### config.mk
export PLATFORM = sky130hd
export DESIGN_NAME = key_setpoint_lcd_display
export DESIGN_NICKNAME = d
export VERILOG_FILES = /design/src/rtl/ksld_pkg.sv /design/src/rtl/ksld_byte_gen.sv /design/src/rtl/key_setpoint_lcd_display.sv
export SDC_FILE = /design/constraint.sdc
export NUM_CORES = 1
export LEC_CHECK = 0
export BUFFER_PORTS_ARGS = -buffer_cell sky130_fd_sc_hd__buf_2
export CAP_MARGIN = 20
export CELL_PAD_IN_SITES_DETAIL_PLACEMENT = 1
export CELL_PAD_IN_SITES_GLOBAL_PLACEMENT = 2
export CORE_MARGIN = 8
export CORE_UTILIZATION = 36
export DETAILED_ROUTE_END_ITERATION = 6
export PLACE_DENSITY = 0.82
export SLEW_MARGIN = 30
export SYNTH_ARGS = -nofsm -noshare
export SYNTH_HDL_FRONTEND = slang
export SYNTH_SLANG_ARGS = --single-unit
### constraint.sdc
create_clock -name clk -period 8.01 [get_ports clk]
set_clock_uncertainty 0.2 [all_clocks]
set_input_delay 0.801 -clock clk [delete_from_list [all_inputs] [get_ports clk]]
set_output_delay 0.801 -clock clk [all_outputs]
set_load 0.01 [all_outputs]
### src/rtl/ksld_pkg.sv
// Package with the shared types, key codes and display constants of the setpoint LCD block.
`default_nettype none
package ksld_pkg;

    // Widths of the payload fields and internal counters.
    localparam int unsigned VAL_W  = 14;
    localparam int unsigned KEY_W  = 4;
    localparam int unsigned BYTE_W = 8;
    localparam int unsigned IDX_W  = 5;
    localparam int unsigned DIG_W  = 4;
    localparam int unsigned CFG_IDX_W = 2;

    typedef logic [VAL_W-1:0]  value_t;
    typedef logic [IDX_W-1:0]  idx_t;
    typedef logic [BYTE_W-1:0] lcd_byte_t;
    typedef logic [DIG_W-1:0]  digit_t;

    // Active-low key patterns.
    localparam logic [KEY_W-1:0] KEY_SHOW  = 4'hE;
    localparam logic [KEY_W-1:0] KEY_UP    = 4'hD;
    localparam logic [KEY_W-1:0] KEY_DOWN  = 4'hB;
    localparam logic [KEY_W-1:0] KEY_CLEAR = 4'h7;

    // Configuration register indexes.
    localparam logic [CFG_IDX_W-1:0] REG_UPPER_LIMIT = 2'd0;
    localparam logic [CFG_IDX_W-1:0] REG_LOWER_LIMIT = 2'd1;

    localparam value_t UPPER_LIMIT_RST = 14'd5000;
    localparam value_t LOWER_LIMIT_RST = 14'd1;
    localparam value_t DISPLAY_MAX     = 14'd9999;

    // LCD commands that set the cursor address.
    localparam lcd_byte_t CMD_LABEL = 8'h80;
    localparam lcd_byte_t CMD_UNIT  = 8'h8C;
    localparam lcd_byte_t CMD_VALUE = 8'h88;
    localparam lcd_byte_t ASCII_ZERO = 8'h30;

    // Positions within the full redraw sequence.
    localparam idx_t IDX_LABEL_CMD = 5'd0;
    localparam idx_t IDX_UNIT_CMD  = 5'd9;
    localparam idx_t IDX_VALUE_CMD = 5'd13;
    localparam idx_t IDX_THOUSANDS = 5'd14;
    localparam idx_t IDX_HUNDREDS  = 5'd15;
    localparam idx_t IDX_TENS      = 5'd16;
    localparam idx_t IDX_LAST      = 5'd17;

    // One output beat as produced by the byte generator.
    typedef struct packed {
        lcd_byte_t lcd_byte;
        logic      is_data;
        logic      last_byte;
    } beat_t;

    // Fixed text of the redraw sequence, positions 0 to 13.
    function automatic lcd_byte_t text_byte(input idx_t idx);
        lcd_byte_t b;
        case (idx)
            5'd0:    b = CMD_LABEL;
            5'd1:    b = 8'h53; // S
            5'd2:    b = 8'h45; // E
            5'd3:    b = 8'h54; // T
            5'd4:    b = 8'h20;
            5'd5:    b = 8'h53; // S
            5'd6:    b = 8'h50; // P
            5'd7:    b = 8'h44; // D
            5'd8:    b = 8'h3A; // :
            5'd9:    b = CMD_UNIT;
            5'd10:   b = 8'h72; // r
            5'd11:   b = 8'h70; // p
            5'd12:   b = 8'h6D; // m
            default: b = CMD_VALUE;
        endcase
        return b;
    endfunction

    // Decimal weight of the digit emitted at a position.
    function automatic value_t digit_weight(input idx_t idx);
        value_t w;
        case (idx)
            IDX_THOUSANDS: w = 14'd1000;
            IDX_HUNDREDS:  w = 14'd100;
            IDX_TENS:      w = 14'd10;
            default:       w = 14'd1;
        endcase
        return w;
    endfunction

endpackage
`default_nettype wire

### src/rtl/ksld_byte_gen.sv
// Byte generator: the LCD byte at one sequence position and one decimal digit step.
`default_nettype none
module ksld_byte_gen (
    input  wire ksld_pkg::idx_t   idx,
    input  wire ksld_pkg::value_t rem,
    output ksld_pkg::beat_t       beat,
    output ksld_pkg::value_t      rem_next
);

    ksld_pkg::value_t weight;
    ksld_pkg::digit_t digit;
    logic             is_digit;

    // Digit by comparing the remainder against the nine multiples of its weight.
    always_comb
    begin
        weight = ksld_pkg::digit_weight(idx);
        digit  = '0;
        for (int k = 1; k < 10; k++)
        begin
            if ({4'd0, rem} >= 18'(k) * {4'd0, weight})
            begin
                digit = ksld_pkg::digit_t'(k);
            end
        end
    end

    assign is_digit = (idx >= ksld_pkg::IDX_THOUSANDS);

    // Remove the emitted digit so the next position sees the lower places.
    assign rem_next = is_digit
                    ? ksld_pkg::value_t'(rem - ksld_pkg::value_t'({10'd0, digit} * weight))
                    : rem;

    // Select text or digit and flag the command positions.
    always_comb
    begin
        beat.lcd_byte  = is_digit ? (ksld_pkg::ASCII_ZERO | {4'd0, digit})
                                  : ksld_pkg::text_byte(idx);
        beat.is_data   = !(idx == ksld_pkg::IDX_LABEL_CMD || idx == ksld_pkg::IDX_UNIT_CMD
                           || idx == ksld_pkg::IDX_VALUE_CMD);
        beat.last_byte = (idx == ksld_pkg::IDX_LAST);
    end

endmodule
`default_nettype wire

### src/rtl/key_setpoint_lcd_display.sv
// Top level: key-driven speed setpoint with a character-LCD byte stream output.
//
// The slave channel takes one active-low key sample per beat. A show key
// yields an 18-beat redraw (label, unit, then the value); up, down and clear
// change the setpoint at acceptance and yield a 5-beat value rewrite. Other
// patterns are accepted and dropped with no output and no state change.
// The master channel carries one LCD byte per beat, tuser set for character
// data and tlast on the final byte of a key's sequence.
// A key is registered in the key buffer, then loaded into the emitter, and
// each byte is registered in the output register. Unless the receiver
// stalls, bytes leave at one per cycle, set by the single byte emitter, which
// walks the sequence one position per cycle and works out one decimal digit
// per step. A one-entry key buffer takes the next key while the emitter is
// busy, and the next sequence follows the previous one back to back. When the
// receiver stalls, the output register holds its beat, the emitter waits, and
// tready drops once the key buffer is full. Reset clears the setpoint to zero,
// sets the limits to 5000 and 1 and empties the buffer, emitter and output
// register. Limit registers are written through wr_en, wr_index and wr_data;
// the user must do so only while idle, which the block does not enforce.
`default_nettype none
module key_setpoint_lcd_display (
    input  wire        clk,
    input  wire        rst_n,
    input  wire        wr_en,
    input  wire [1:0]  wr_index,
    input  wire [13:0] wr_data,
    input  wire        s_tvalid,
    output logic       s_tready,
    input  wire [7:0]  s_tdata,   // [3:0] key_bits, [7:4] zero
    output logic       m_tvalid,
    input  wire        m_tready,
    output logic [7:0] m_tdata,   // [7:0] lcd_byte
    output logic       m_tuser,   // [0] is_data
    output logic       m_tlast
);

    ksld_pkg::value_t upper_limit_reg;
    ksld_pkg::value_t lower_limit_reg;
    ksld_pkg::value_t setpoint_reg;
    ksld_pkg::value_t setpoint_next;

    logic             pend_valid_reg;
    ksld_pkg::idx_t   pend_start_reg;
    ksld_pkg::value_t pend_value_reg;

    logic             act_reg;
    ksld_pkg::idx_t   idx_reg;
    ksld_pkg::value_t rem_reg;

    ksld_pkg::beat_t  beat;
    ksld_pkg::value_t gen_rem_next;

    logic [3:0] key;
    logic       key_known;
    logic       in_take;
    logic       out_free;
    logic       step;
    logic       fin;
    logic       load;

    assign key      = s_tdata[3:0];
    assign s_tready = !pend_valid_reg;
    assign in_take  = s_tvalid && s_tready;

    // Setpoint update rules per key.
    always_comb
    begin
        key_known     = 1'b1;
        setpoint_next = setpoint_reg;
        case (key)
            ksld_pkg::KEY_SHOW:
            begin
                setpoint_next = setpoint_reg;
            end
            ksld_pkg::KEY_UP:
            begin
                if (setpoint_reg >= upper_limit_reg)
                    setpoint_next = upper_limit_reg;
                else
                    setpoint_next = setpoint_reg + 14'd1;
            end
            ksld_pkg::KEY_DOWN:
            begin
                if (setpoint_reg <= lower_limit_reg)
                    setpoint_next = lower_limit_reg;
                else
                    setpoint_next = setpoint_reg - 14'd1;
            end
            ksld_pkg::KEY_CLEAR:
            begin
                setpoint_next = '0;
            end
            default:
            begin
                key_known = 1'b0;
            end
        endcase
    end

    // Limit registers and the setpoint.
    always_ff @(posedge clk or negedge rst_n)
    begin
        if (!rst_n)
        begin
            upper_limit_reg <= ksld_pkg::UPPER_LIMIT_RST;
            lower_limit_reg <= ksld_pkg::LOWER_LIMIT_RST;
            setpoint_reg    <= '0;
        end
        else
        begin
            if (wr_en && wr_index == ksld_pkg::REG_UPPER_LIMIT)
                upper_limit_reg <= wr_data;
            if (wr_en && wr_index == ksld_pkg::REG_LOWER_LIMIT)
                lower_limit_reg <= wr_data;
            if (in_take && key_known)
                setpoint_reg <= setpoint_next;
        end
    end

    // Emitter control.
    assign out_free = !m_tvalid || m_tready;
    assign step     = act_reg && out_free;
    assign fin      = step && beat.last_byte;
    assign load     = pend_valid_reg && (!act_reg || fin);

    // Key buffer: start position and the displayed value, saturated to four digits.
    always_ff @(posedge clk or negedge rst_n)
    begin
        if (!rst_n)
        begin
            pend_valid_reg <= 1'b0;
        end
        else if (in_take && key_known)
        begin
            pend_valid_reg <= 1'b1;
        end
        else if (load)
        begin
            pend_valid_reg <= 1'b0;
        end
    end

    always_ff @(posedge clk)
    begin
        if (in_take && key_known)
        begin
            pend_start_reg <= (key == ksld_pkg::KEY_SHOW) ? ksld_pkg::IDX_LABEL_CMD
                                                          : ksld_pkg::IDX_VALUE_CMD;
            pend_value_reg <= (setpoint_next > ksld_pkg::DISPLAY_MAX) ? ksld_pkg::DISPLAY_MAX
                                                                      : setpoint_next;
        end
    end

    // Emitter position and remaining value.
    always_ff @(posedge clk or negedge rst_n)
    begin
        if (!rst_n)
        begin
            act_reg <= 1'b0;
        end
        else if (load)
        begin
            act_reg <= 1'b1;
        end
        else if (fin)
        begin
            act_reg <= 1'b0;
        end
    end

    always_ff @(posedge clk)
    begin
        if (load)
        begin
            idx_reg <= pend_start_reg;
            rem_reg <= pend_value_reg;
        end
        else if (step)
        begin
            idx_reg <= idx_reg + 5'd1;
            rem_reg <= gen_rem_next;
        end
    end

    ksld_byte_gen u_byte_gen (
        .idx      (idx_reg),
        .rem      (rem_reg),
        .beat     (beat),
        .rem_next (gen_rem_next)
    );

    // Output register.
    always_ff @(posedge clk or negedge rst_n)
    begin
        if (!rst_n)
        begin
            m_tvalid <= 1'b0;
        end
        else if (step)
        begin
            m_tvalid <= 1'b1;
        end
        else if (m_tready)
        begin
            m_tvalid <= 1'b0;
        end
    end

    always_ff @(posedge clk)
    begin
        if (step)
        begin
            m_tdata <= beat.lcd_byte;
            m_tuser <= beat.is_data;
            m_tlast <= beat.last_byte;
        end
    end

endmodule
`default_nettype wire

==> impl_metrics.prom, run 1 <==
# TYPE chip_impl_metric gauge
chip_impl_metric{name="fp.dieArea",unit="um^2"} 33000
chip_impl_info{name="classification_of_the_worst_slack_hold_path",value="in2async"} 1
chip_impl_info{name="cts-root-buf",value="clkbuf_16"} 1
chip_impl_metric{name="remaining_drc_errors",unit=""} 0
chip_impl_metric{name="drt_pre_antenna_iters",unit=""} 5
chip_impl_info{name="critical-path-slowest-cell",value="fa_1"} 1
chip_impl_metric{name="layout.cells.non_filler",unit=""} 1558
chip_impl_metric{name="ys_seq_elements",unit=""} 97
chip_impl_metric{name="die_width",unit="um"} 182
chip_impl_metric{name="ys.warnings.count",unit=""} 0
chip_impl_metric{name="synth_edf_count",unit=""} 44
chip_impl_info{name="startpoint_class_of_the_critical_path",value="flop"} 1
chip_impl_info{name="cts_tree",value="built"} 1
chip_impl_metric{name="vias_per_cell",unit=""} 5.57
chip_impl_metric{name="gp_congestion",unit=""} 0.873
chip_impl_metric{name="area_growth_syn_to_layout",unit="%"} 19.3
chip_impl_metric{name="filler_cell_count",unit=""} 3123
chip_impl_metric{name="ys_seq_area_share",unit="%"} 26.5
chip_impl_metric{name="preCtsSetupSlack",unit="ns"} -0.346
chip_impl_metric{name="slowest_delay",unit="ns"} 0.56
chip_impl_metric{name="finish.instance_area",unit="um^2"} 11800
chip_impl_metric{name="finalCoreUtilization",unit="%"} 43.7
chip_impl_metric{name="ir_drop",unit="mV"} 0.140
chip_impl_metric{name="dp_hpwl",unit="um"} 23500
chip_impl_info{name="rsz0062_at_grt",value="yes"} 1
chip_impl_info{name="cp-startpoint",value="idx_reg[1]"} 1
chip_impl_metric{name="final_antenna_net_count",unit=""} 0
chip_impl_metric{name="grt_overflow",unit=""} 0
chip_impl_metric{name="post-route-period-util",unit="%"} 99.4
chip_impl_metric{name="post_synth_inst_count",unit=""} 1107
chip_impl_metric{name="pwr-share-clk",unit="%"} 10.5
chip_impl_metric{name="postRouteWirelength",unit="um"} 30500
chip_impl_metric{name="p_seq_share",unit="%"} 23.0
chip_impl_metric{name="floorplan.initialDensity",unit="%"} 36.6
chip_impl_metric{name="place_inst",unit=""} 1525
chip_impl_metric{name="switching_power",unit="uW"} 2000
chip_impl_metric{name="timing.final.hold_violations",unit=""} 0
chip_impl_metric{name="vias",unit=""} 8675
chip_impl_info{name="critical_path.endpoint_type",value="flop"} 1
chip_impl_metric{name="p_sw_share",unit="%"} 46.5
chip_impl_metric{name="timing.slew.headroom",unit="%"} 39.1
chip_impl_metric{name="area.sequential",unit="um^2"} 2620
chip_impl_metric{name="n_antenna_cell",unit=""} 0
chip_impl_metric{name="cts_max_path_buffers",unit=""} 2
chip_impl_metric{name="yosys.area_share.adder",unit="%"} 24.6
chip_impl_metric{name="required",unit="ns"} 7.91
chip_impl_metric{name="setup_viol_count_final",unit=""} 0
chip_impl_metric{name="power_report.internal_total",unit="uW"} 2290
chip_impl_metric{name="critical_path_peak_fanout",unit=""} 5
chip_impl_metric{name="synth-simple-area-share",unit="%"} 15.7
chip_impl_metric{name="post_synth_num_cell_types",unit=""} 82
chip_impl_metric{name="detailed_place.area",unit="um^2"} 11000
chip_impl_metric{name="fin_crit",unit="ns"} 7.96
chip_impl_metric{name="setup_tns",unit="ns"} 0
chip_impl_metric{name="synth-async-reset-ratio",unit="%"} 46.4
chip_impl_metric{name="initialDrtViolationCount",unit=""} 383
chip_impl_metric{name="clock_sinks",unit=""} 97
chip_impl_metric{name="worstPathArrival",unit="ns"} 7.86
chip_impl_metric{name="core_region_area",unit="um^2"} 27000
chip_impl_metric{name="syn_area_cell",unit="um^2"} 8.92
chip_impl_metric{name="final_worst_slack",unit="ns"} 0.0457
chip_impl_info{name="worst_path_most_repeated_cell",value="ha_4"} 1
chip_impl_info{name="worstSetupPathType",value="reg2reg"} 1
chip_impl_metric{name="synthXorXnorAreaFrac",unit="%"} 3.73
chip_impl_metric{name="placement.io_buffers",unit=""} 36
chip_impl_metric{name="fp.dieH",unit="um"} 182
chip_impl_metric{name="cts_made_buffers",unit=""} 9
chip_impl_info{name="regToRegStartpoint",value="idx_reg[1]"} 1
chip_impl_metric{name="max-cap-violations",unit=""} 0
chip_impl_metric{name="grt_start_max_net_pins",unit=""} 46
chip_impl_metric{name="achievable-frequency",unit="GHz"} 0.126
chip_impl_metric{name="worst_setup_hold_path_clk_slew",unit="ns"} 0.07
chip_impl_metric{name="final_layout_size_suffix_gt1_share",unit="%"} 22.5
chip_impl_metric{name="cts_htree_levels",unit=""} 3
chip_impl_metric{name="yosys-mux-area-fraction",unit="%"} 3.92
chip_impl_metric{name="track_usage",unit="%"} 18.3
chip_impl_metric{name="floorplan.rows",unit=""} 60
chip_impl_metric{name="worst_skew_pair.late_latency",unit="ns"} 0.36
chip_impl_metric{name="synth_compound_gate_area_share",unit="%"} 19.0
chip_impl_metric{name="floorplan.io_pins",unit=""} 41
chip_impl_metric{name="multi_input_comb_area",unit="um^2"} 7080
chip_impl_metric{name="fin_nets",unit=""} 1418
chip_impl_info{name="dominant_combinational_cell_family_by_area_after_synthesis",value="adder cells"} 1
chip_impl_metric{name="worst-slew-pin-transition",unit="ns"} 0.910
chip_impl_info{name="synth_top_flop_cell",value="edfxtp_1"} 1
chip_impl_info{name="outcome",value="completed"} 1
chip_impl_metric{name="grt_pass1_wl",unit="um"} 49100
chip_impl_metric{name="report.final.slew_viol_count",unit=""} 0
chip_impl_metric{name="total_leakage_power",unit="uW"} 0.00515
chip_impl_metric{name="p_comb_share",unit="%"} 66.6
chip_impl_metric{name="mappedNetlistArea",unit="um^2"} 9870
chip_impl_metric{name="routedWlPerCell",unit="um"} 19.6
chip_impl_metric{name="antenna_found_initial",unit=""} 0
chip_impl_metric{name="first_global_vias",unit=""} 9239
chip_impl_metric{name="powerDensity",unit="nW/um^2"} 364
## final timing paths
kind / endpoint / slack, ns / cells past startpoint
max: rem_reg[13] / 0.05 / 38
min: upper_limit_reg[5] / 0.27 / 1
max reg2reg: rem_reg[13] / 0.05 / 38
min reg2reg: m_tdata[4] / 0.30 / 1
max in group asynchronous: act_reg / 6.90 / 1
min in group clk: m_tdata[4] / 0.30 / 1
## timing repair
item                                    CTS  global route
pin swaps                                10            42
setup buffers                             9             8
resized for setup                        23            59
endpoints found under the setup margin    5             7
hold buffers                              0             0
## Yosys cell counts (all sizes together) (24+ instances only)
master | count | share of area [%]
clkbuf | 28 | 1.1
a21oi | 87 | 4.4
nor2 | 88 | 3.3
nand2 | 70 | 2.7
dfrtp | 39 | 9.9
nand4 | 26 | 1.6
ha | 148 | 19
edfxtp | 44 | 13
inv | 123 | 4.7
mux2 | 24 | 2.8
xnor2 | 28 | 2.5
fa | 29 | 5.9
o21ai | 60 | 3.2
## metal layers
layer / global-route usage [%] / share of wire (%) / vias up / wire (um)
met4: 5.25 / 2.6 / 0 / 790
met3: 1.82 / 3.2 / 53 / 984
li1: - / - / 4184 / -
met2: 32.2 / 50 / 159 / 15200
met1: 23.4 / 45 / 4279 / 13600
met5: 0 / 0 / - / 0
## worst max-delay path: cells and delay by family, from the launching register on
kind	cells	cell delay, ns
DFF	1	0.45
buffers and inverters	8	1.01
AOI/OAI and AO/OA	8	1.40
and+or+nand+nor	12	1.97
xor gates and xnor gates	2	0.19
adders and majority gates	8	2.49
## power groups by stage
stage / Clock (uW) / Combinational, uW / Sequential, uW
6_report: 449 / 2860 / 985
5_1_grt: 475 / 3190 / 1010
4_1_cts: 460 / 2680 / 977
3_5_place_dp: 0 / 2560 / 987
3_3_place_gp: 0 / 2480 / 985
2_1_floorplan: 0 / 1850 / 858
## layout make-up
type,instances,share of cell area (%)
Timing Repair Buffer,128,7.54
Sequential cell,97,22.2
Clock inverter,4,0.425
Clock buffer,12,2.07
Tap cell,341,3.62
Inverter,124,4.03
Multi-Input combinational cell,852,60.1
## per-stage QoR
step / power (uW) / hold slack [ns]
floorplan: 2710 / 0.243
global route: 4680 / 0.306
global placement: 3460 / 0.279
finish: 4290 / 0.270
detailed placement: 3550 / 0.286
CTS: 4120 / 0.282
## kinds of logic after synthesis
kind of cell / after synthesis
AND/OR/NAND/NOR: 310
multiplexers: 34
XOR/XNOR: 42
other: 2
AO/OA/AOI/OAI: 284
flip-flops: 97
adder cells (fa/ha/maj): 177
buffers and inverters: 161
## layout by cell type, fill, tap and decap left out, types with 10 or more instances in the layout
master	n
xor2_1	14
nand3_1	20
buf_4	89
o21ai_0	50
mux2_2	23
o31ai_1	10
ha_4	11
xnor2_1	27
fa_1	25
nand2b_1	13
a211oi_1	11
edfxtp_1	44
o21a_1	18
ha_1	131
inv_1	111
buf_2	35
nor2_1	84
dfrtp_1	39
nor3_1	18
a31oi_1	11
a21oi_1	77
nand2_1	70
inv_2	10
nand4_1	26
a21o_1	19
No activity file was read; power rests on OpenSTA's default activity.
==> run 2, diff against run 1 <==
--- a/config.mk
+++ b/config.mk
@@ -12,6 +12,7 @@
 export CORE_MARGIN = 8
 export CORE_UTILIZATION = 36
 export DETAILED_ROUTE_END_ITERATION = 6
+export MAX_ROUTING_LAYER = met4
 export PLACE_DENSITY = 0.82
 export SLEW_MARGIN = 30
 export SYNTH_ARGS = -nofsm -noshare
==> impl_metrics.prom, run 2 (synthesis results as in run 1) <==
# TYPE chip_impl_metric gauge
chip_impl_metric{name="timing.final.hold_violations",unit=""} 0
chip_impl_metric{name="antenna_found_initial",unit=""} 0
chip_impl_metric{name="report.final.slew_viol_count",unit=""} 0
chip_impl_metric{name="final_antenna_net_count",unit=""} 0
chip_impl_metric{name="final_worst_slack",unit="ns"} 0.0225
chip_impl_metric{name="remaining_drc_errors",unit=""} 0
chip_impl_metric{name="total_leakage_power",unit="uW"} 0.00515
chip_impl_metric{name="cts_made_buffers",unit=""} 9
chip_impl_info{name="cp-startpoint",value="idx_reg[1]"} 1
chip_impl_metric{name="detailed_place.area",unit="um^2"} 11000
chip_impl_metric{name="switching_power",unit="uW"} 2000
chip_impl_metric{name="fin_crit",unit="ns"} 7.99
chip_impl_metric{name="routedWlPerCell",unit="um"} 19.6
chip_impl_metric{name="pwr-share-clk",unit="%"} 10.5
chip_impl_metric{name="drt_pre_antenna_iters",unit=""} 4
chip_impl_metric{name="area_growth_syn_to_layout",unit="%"} 19.3
chip_impl_metric{name="grt_start_max_net_pins",unit=""} 46
chip_impl_metric{name="postCtsHoldBufs",unit=""} 0
chip_impl_metric{name="finish.instance_area",unit="um^2"} 11800
chip_impl_info{name="cts_tree",value="built"} 1
chip_impl_metric{name="floorplan.io_pins",unit=""} 41
chip_impl_metric{name="gp_congestion",unit=""} 0.884
chip_impl_metric{name="floorplan.initialDensity",unit="%"} 36.6
chip_impl_metric{name="fp.dieH",unit="um"} 182
chip_impl_metric{name="setup_viol_count_final",unit=""} 0
chip_impl_metric{name="worstPathArrival",unit="ns"} 7.88
chip_impl_info{name="cts-root-buf",value="clkbuf_16"} 1
chip_impl_metric{name="die_width",unit="um"} 182
chip_impl_metric{name="p_sw_share",unit="%"} 46.5
chip_impl_metric{name="worst_r2r_setup_slack",unit="ns"} 0.02
chip_impl_metric{name="p_seq_share",unit="%"} 22.9
chip_impl_metric{name="n_antenna_cell",unit=""} 0
chip_impl_metric{name="power_report.internal_total",unit="uW"} 2290
chip_impl_metric{name="ir_drop",unit="mV"} 0.140
chip_impl_metric{name="required",unit="ns"} 7.91
chip_impl_metric{name="timing.slew.headroom",unit="%"} 40.0
chip_impl_metric{name="track_usage",unit="%"} 18.8
chip_impl_metric{name="grt_pass1_wl",unit="um"} 49100
chip_impl_metric{name="achievable-frequency",unit="GHz"} 0.125
chip_impl_metric{name="power.total",unit="uW"} 4290
chip_impl_metric{name="fin_nets",unit=""} 1418
chip_impl_metric{name="cts_htree_levels",unit=""} 3
chip_impl_metric{name="placement.io_buffers",unit=""} 36
chip_impl_metric{name="finalCoreUtilization",unit="%"} 43.7
chip_impl_info{name="rsz0062_at_grt",value="yes"} 1
chip_impl_metric{name="post-route-period-util",unit="%"} 99.7
chip_impl_metric{name="initialDrtViolationCount",unit=""} 386
chip_impl_metric{name="slowest_delay",unit="ns"} 0.51
chip_impl_metric{name="core_region_area",unit="um^2"} 27000
chip_impl_info{name="startpoint_class_of_the_critical_path",value="flop"} 1
chip_impl_info{name="critical_path.endpoint_type",value="flop"} 1
chip_impl_metric{name="p_comb_share",unit="%"} 66.6
chip_impl_metric{name="worst_setup_hold_path_clk_slew",unit="ns"} 0.07
chip_impl_metric{name="cts_max_path_buffers",unit=""} 2
chip_impl_info{name="critical-path-slowest-cell",value="fa_1"} 1
chip_impl_metric{name="finalHoldWorstSlack",unit="ns"} 0.265
chip_impl_metric{name="critical_path_peak_fanout",unit=""} 5
chip_impl_metric{name="dp_hpwl",unit="um"} 23500
chip_impl_metric{name="final_layout_size_suffix_gt1_share",unit="%"} 22.5
chip_impl_metric{name="postRouteWirelength",unit="um"} 30600
chip_impl_metric{name="vias",unit=""} 8624
chip_impl_metric{name="worst-slew-pin-transition",unit="ns"} 0.900
chip_impl_info{name="regToRegStartpoint",value="idx_reg[1]"} 1
chip_impl_info{name="outcome",value="completed"} 1
chip_impl_info{name="worstSetupPathType",value="reg2reg"} 1
chip_impl_info{name="classification_of_the_worst_slack_hold_path",value="in2async"} 1
chip_impl_metric{name="fp.dieArea",unit="um^2"} 33000
chip_impl_metric{name="powerDensity",unit="nW/um^2"} 364
chip_impl_metric{name="clock_sinks",unit=""} 97
chip_impl_info{name="final_cell_mix",value="131 x ha_1, 111 x inv_1, 89 x buf_4"} 1
chip_impl_metric{name="worst_skew_pair.late_latency",unit="ns"} 0.36
chip_impl_metric{name="floorplan.rows",unit=""} 60
chip_impl_info{name="layout.cells.most_common",value="ha_1"} 1
chip_impl_metric{name="preCtsSetupSlack",unit="ns"} -0.346
chip_impl_metric{name="max-cap-violations",unit=""} 0
chip_impl_metric{name="vias_per_cell",unit=""} 5.54
chip_impl_metric{name="grt_overflow",unit=""} 0
chip_impl_metric{name="first_global_vias",unit=""} 9243
[run 2: cell counts in the layout (fill, tap and decap cells not counted)]
Identical to the previous run, type by type.
[run 2: critical path: cells and delay by family (launching register included)]
family | cells | cell delay (ns)
AOI/OAI and AO/OA | 10 | 2.05
and+or+nand+nor | 10 | 1.46
xor gates and xnor gates | 2 | 0.20
DFF | 1 | 0.45
buffers and inverters | 8 | 0.70
adders and majority gates | 9 | 2.69
[run 2: through the flow]
step                instances  setup TNS [ns]
floorplan                1110               0
global placement         1525          -0.406
detailed placement       1525          -0.758
CTS                      1550               0
global route             1558          -0.745
finish                   1558               0
[run 2: repair_timing]
item                                    in CTS  in global routing
pin swaps                                   10                 42
resized for setup                           23                 59
buffers inserted                             9                  8
endpoints found under the setup margin       5                  7
hold endpoints to repair                     0                  0
[run 2: final cells by class]
cell class	count	area, um^2
clock buffer	12	244
clock inverter	4	50.0
fill	3123	15200
inverter	124	474
multi-input combinational	852	7080
sequential	97	2620
tap	341	427
timing repair buffer	128	888
[run 2: power groups by stage]
stage | logic, uW | registers, uW | clock network, uW
6_report | 2860 | 983 | 451
4_1_cts | 2680 | 977 | 460
3_3_place_gp | 2480 | 985 | 0
3_5_place_dp | 2560 | 987 | 0
2_1_floorplan | 1850 | 858 | 0
5_1_grt | 3190 | 1010 | 475
[run 2: final timing paths]
path                                      end  depth (start not counted)
hold / removal             upper_limit_reg[5]                          1
hold reg to reg                    m_tdata[4]                          1
min in group clk                   m_tdata[4]                          1
max in group asynchronous             act_reg                          1
setup / recovery                  rem_reg[13]                         39
setup reg to reg                  rem_reg[13]                         39
[run 2: routing by layer]
layer / up-vias / track usage [%] / wire length [um]
met3: 51 / 1.88 / 860
met4: 0 / 5.15 / 739
met2: 132 / 32.2 / 15200
met1: 4260 / 23.4 / 13700
li1: 4181 / - / -
met5: - / - / 0
